==> src/sv/dcmf_pkg.sv <==
// shared constants and types of the dark channel minimum filter
package dcmf_pkg;

	localparam int MaxWidthDef  = 2048;
	localparam int MaxWindowDef = 15;
	localparam int HeightCap    = 4096;
	localparam int HgtW         = 13;
	localparam int CfgW         = 13;
	localparam int CfgIdxW      = 2;

	localparam logic [CfgIdxW-1:0] RegImageWidth  = 2'd0;
	localparam logic [CfgIdxW-1:0] RegImageHeight = 2'd1;
	localparam logic [CfgIdxW-1:0] RegWindowSize  = 2'd2;

	localparam logic [7:0] White = 8'd255;

	typedef struct packed {
		logic accept;
		logic step;
		logic load;
	} dcmf_cmd_t;

	typedef struct packed {
		logic emit;
		logic scan_done;
		logic out_free;
	} dcmf_status_t;

	typedef enum logic [3:0] {
		ST_IDLE  = 4'b0001,
		ST_SCAN  = 4'b0010,
		ST_DRAIN = 4'b0100,
		ST_WAIT  = 4'b1000
	} dcmf_state_t;

endpackage

==> src/sv/dcmf_ctrl.sv <==
// controller state machine: accept, window scan, drain, result hand-off
module dcmf_ctrl (
	input  logic                  clk,
	input  logic                  arst_n,
	input  logic                  s_tvalid,
	output logic                  s_tready,
	input  dcmf_pkg::dcmf_status_t status,
	output dcmf_pkg::dcmf_cmd_t    cmd
);
	import dcmf_pkg::*;

	dcmf_state_t state_q, state_d;

	always_comb begin
		s_tready   = (state_q == ST_IDLE);
		cmd.accept = s_tready && s_tvalid;
		cmd.step   = (state_q == ST_SCAN);
		cmd.load   = (state_q == ST_WAIT) && status.out_free;
		state_d    = state_q;
		unique case (state_q)
			ST_IDLE: begin
				if (cmd.accept && status.emit) state_d = ST_SCAN;
			end
			ST_SCAN: begin
				if (status.scan_done) state_d = ST_DRAIN;
			end
			ST_DRAIN: state_d = ST_WAIT;
			ST_WAIT: begin
				if (status.out_free) state_d = ST_IDLE;
			end
			default: state_d = ST_IDLE;
		endcase
	end

	always_ff @(posedge clk or negedge arst_n) begin
		if (!arst_n) begin
			state_q <= ST_IDLE;
		end else begin
			state_q <= state_d;
		end
	end
endmodule

==> config.mk <==
export PLATFORM = sky130hd
export DESIGN_NAME = dcmf_ctrl
export DESIGN_NICKNAME = d
export VERILOG_FILES = /design/src/sv/dcmf_pkg.sv /design/src/sv/dcmf_ctrl.sv
export SDC_FILE = /design/constraint.sdc
export NUM_CORES = 1
export LEC_CHECK = 0
export BUFFER_PORTS_ARGS = -buffer_cell sky130_fd_sc_hd__buf_4
export CORE_AREA = 2 2 39 41
export DETAILED_ROUTE_END_ITERATION = 6
export DIE_AREA = 0 0 41 43
export PLACE_DENSITY = 0.41
export SYNTH_ARGS = -nofsm -noshare
export SYNTH_HDL_FRONTEND = slang
export SYNTH_SLANG_ARGS = --single-unit
==> constraint.sdc <==
create_clock -name clk -period 1.7 [get_ports clk]
set_input_delay 0.17 -clock clk [delete_from_list [all_inputs] [get_ports clk]]
set_output_delay 0.17 -clock clk [all_outputs]
set_load 0.01 [all_outputs]
# Yosys cells after proc, flatten, opt, wreduce, memory -nomap -nowiden
# Cells that the tools add are included.
# classes
n_eq_ne	7
n_mux	4
reduce_logical	4
# ops
op	n
4-bit one-hot mux with 4 select lines	1
4-bit two-way mux	3
4-bit by 1-bit == test with 1-bit output (second input constant)	1
4-bit by 2-bit == test with 1-bit output (second input constant)	1
4-bit by 3-bit == test with 1-bit output (second input constant)	1
4-bit == test (second input constant)	1
2-bit inequality test (second input constant)	2
1-bit logical AND	3
3-bit AND reduction	1
2-bit by 1-bit inequality test with 1-bit output (second input constant)	1
# word_totals
ff_bits	4

# Longest topological paths before layout
# depth
ltp_word	5
depth_mapped	3
ltp_nobuf	3

# Worst setup path after synthesis
# Ideal clock, no wire load.
# synth_path
path_type	reg-to-output
start	reg state_q[0]
end	out cmd[2] in the netlist's numbering
t_arrival_ns	1.275
required_time_ns	1.530
path_slack_ns	0.255
stages_incl_launch_ff	3
n_path_buf	0
path_cell_list	dfstp_2 nor4b_1 and2_1
# synth_lines
item	line	text
start: declaration	dcmf_ctrl.sv:12	dcmf_state_t state_q, state_d;
start signal: assignment	dcmf_ctrl.sv:39	state_q <= state_d;
end: declaration	dcmf_ctrl.sv:8	output dcmf_pkg::dcmf_cmd_t cmd

==> summary.txt <==
Run status
  • Status: complete, no violations

GRT
  • GRT Resource Usage Total: 0.06942
  • GRT overflow: 0
  • First-pass GRT wire length: 786 um
  • Largest net degree at the start of global routing: 7
  • Initial antenna violation count: 0
  • Number of global-route vias before repair: 201

STA
  • Share of the clock period used by the worst path: 0.8596
  • Max-slew headroom: 0.8469
  • Final Hold Viols: 0
  • Fmax: 684.3 MHz
  • # setup viols final: 0
  • Max Clock Skew: 0.002650 ns
  • Setup TNS: 0 ns
  • Min Tclk post-route: 1.461 ns
  • Final max-slew violation count: 0
  • RSZ-0062 raised after global routing: false
  • Least-Margin Pin Slew: between 0.2 and 0.25 ns

Floorplanning
  • Initial Utilization: 0.1474
  • Rows: 14
  • Die Width: between 40 and 50 um
  • Die height: approximately 43 um
  • Die area: 1763 um^2
  • Ports: 10
  • Core Footprint: around 1400 um^2

Worst setup path
  • CP arrival: around 1.3 ns
  • Reg2Reg Setup Slack: 0.48 ns
  • Max stage delay cell, worst path: dfstp_2
  • Data required, critical path: 1.53 ns
  • R2R depth: 3
  • Crit path launch type: register
  • Worst setup path class: register to primary output
  • R2R Path Start: state_q[2]
  • Slowest stage delay, CP: 0.56 ns
  • Crit path capture type: primary output
  • CP max FO: 5
  • Cell Chain, Critical Path: nor4b_2 > and2_1 > buf_4
  • RR Endpoint: state_q[0]

Clock network
  • Clk sinks: 4
  • Largest buffer count on any clock path: 2
  • Post CTS Setup Buffer Count: 0
  • # H-tree levels: 1
  • Num CTS Buffers: 3
  • CTS clk-pin slew, worst paths: 0.04 ns
  • CTS tree: built
  • Clk_lat worst skew: roughly 0.23 ns
  • Clk root buf: clkbuf_4

Placement
  • Port bufs: 9
  • DP Cell Count: 45
  • Detailed placement HPWL: around 380 um
  • GPL Wtd Cong: approximately 0.63

Yosys
  • Synth area leader: dfrtp_1
  • Syn avg cell area: ~10 um^2
  • Seq cells post-synth: 4
  • Post-Syn Nets: 26
  • Top post-synthesis cells by area: dfrtp_1 37%, dfstp_2 13%, and2_1 9.2%
  • Cells after synthesis: 20
  • Sequential area share after synthesis: 0.4969
  • Syn Std Cell Area: 203.9 um^2
  • Synth warnings: 0
  • Top-area cell type share of the netlist area: 0.3681
  • Distinct cells, synth: 14

Worst hold path
  • Hold EP: state_q[2]
  • Worst Hold Launch: status[1]
  • Worst hold path stage count: 2
  • Hold crit path type: input pin to register

Routing
  • Via count: 196
  • Vias per cell: slightly below 4
  • Initial drt markers: 4
  • WL/cell: 9.640 um
  • DRC violations left: 0
  • Routed Antenna Nets: 0
  • DRT Wirelength: 482 um
  • DRT Pass-1 Iters: 2

Finish
  • Final core occ: 0.2414
  • # diodes: 0
  • Largest register FFs: 4
  • Biggest register: state_q
  • Final nets: 41
  • Post-Layout Cell Count: 50
  • Biggest regs: state_q: 4 flops
  • Area growth, synth to finish: 63.80%
  • Most common cell after layout, fill and taps aside: buf_4
  • Share of layout cells above drive strength 1: 0.4412
  • Most frequent cells in the layout: 9 x buf_4, 3 x and2_1, 3 x clkbuf_4, 3 x dfrtp_1

Power and ir drop
  • Power Density: 864.7 nW/um^2
  • Max IR drop VDD: 0.0003801 V
  • LEAKAGE: ~0.15 nW

Job
  • MaxCap Viol Count: 0
## worst max-delay path by stage
stage	from	endpoint	slack [ns]	cells past startpoint
2_1_floorplan	state_q[0]	cmd[2]	0.25	2
3_3_place_gp	state_q[0]	cmd[2]	0.38	3
3_5_place_dp	state_q[0]	cmd[2]	0.37	3
4_1_cts	state_q[0]	cmd[2]	0.11	3
5_1_grt	state_q[0]	cmd[2]	0.11	3
6_report	state_q[0]	cmd[2]	0.24	3
## metal layers
metal	GRT usage	up-vias	wire length [um]
met3	0.01571	0	60
met2	0.08438	10	186
met4	0.06000	0	0
met1	0.09709	84	235
li1	-	102	-
met5	0	-	0
## power breakdown
group / internal [mW] / leakage [nW] / switching (mW)
Clock: 0.0882 / 0.0150 / 0.0408
Combinational: 0.0299 / 0.0806 / 0.0182
Sequential: 0.103 / 0.0516 / 0.00839
Total: 0.221 / 0.147 / 0.0674
## Yosys cell counts
cell type / n
nor3_1: 1
nor4_1: 1
dfstp_2: 1
nand2_1: 2
o21ai_0: 1
or3b_1: 1
a211oi_2: 1
and2_1: 3
a21oi_1: 1
nor4b_1: 1
nor2_1: 1
nand2b_1: 2
nand4b_1: 1
dfrtp_1: 3
## repair_timing
item	4_1_cts	5_1_grt
endpoints found under the setup margin	0	1
endpoints found under the hold margin	4	0
hold buffers	1	0
resized for setup	0	1
## metrics by stage
stage          hold slack, ns  instance area (um^2)  power, mW  setup slack, ns
2_1_floorplan         -0.1256                 203.9     0.1302           0.2548
5_1_grt                0.1652                 334.1     0.3120           0.1093
3_3_place_gp         -0.03211                 291.5     0.1569           0.3781
6_report               0.1579                 334.1     0.2889           0.2387
4_1_cts                0.1484                 327.8     0.2968           0.1054
3_5_place_dp         -0.02955                 291.5     0.1580           0.3695
## cells by family (layout without fill, tap and decap cells)
kind of cell | count (synthesis) | in the layout | synth area share
and+or+nand+nor | 13 | 13 | 0.3927
DFF | 4 | 4 | 0.4969
AOI/OAI and AO/OA | 3 | 3 | 0.1104
buffers and inverters | 0 | 14 | 0
## critical path, delay by kind of cell (launching register included)
family	cells	cell delay [ns]
DFF	1	0.56
buffers and inverters	1	0.11
and+or+nand+nor	2	0.39
## layout make-up
type	instances	area [um^2]
clock buffers	4	26.28
fillers	152	1050
multi-input cells	16	108.9
flip-flops and latches	4	101.3
well taps	16	20.02
repair buffers	10	77.57
(Power assumes the default switching activity.)
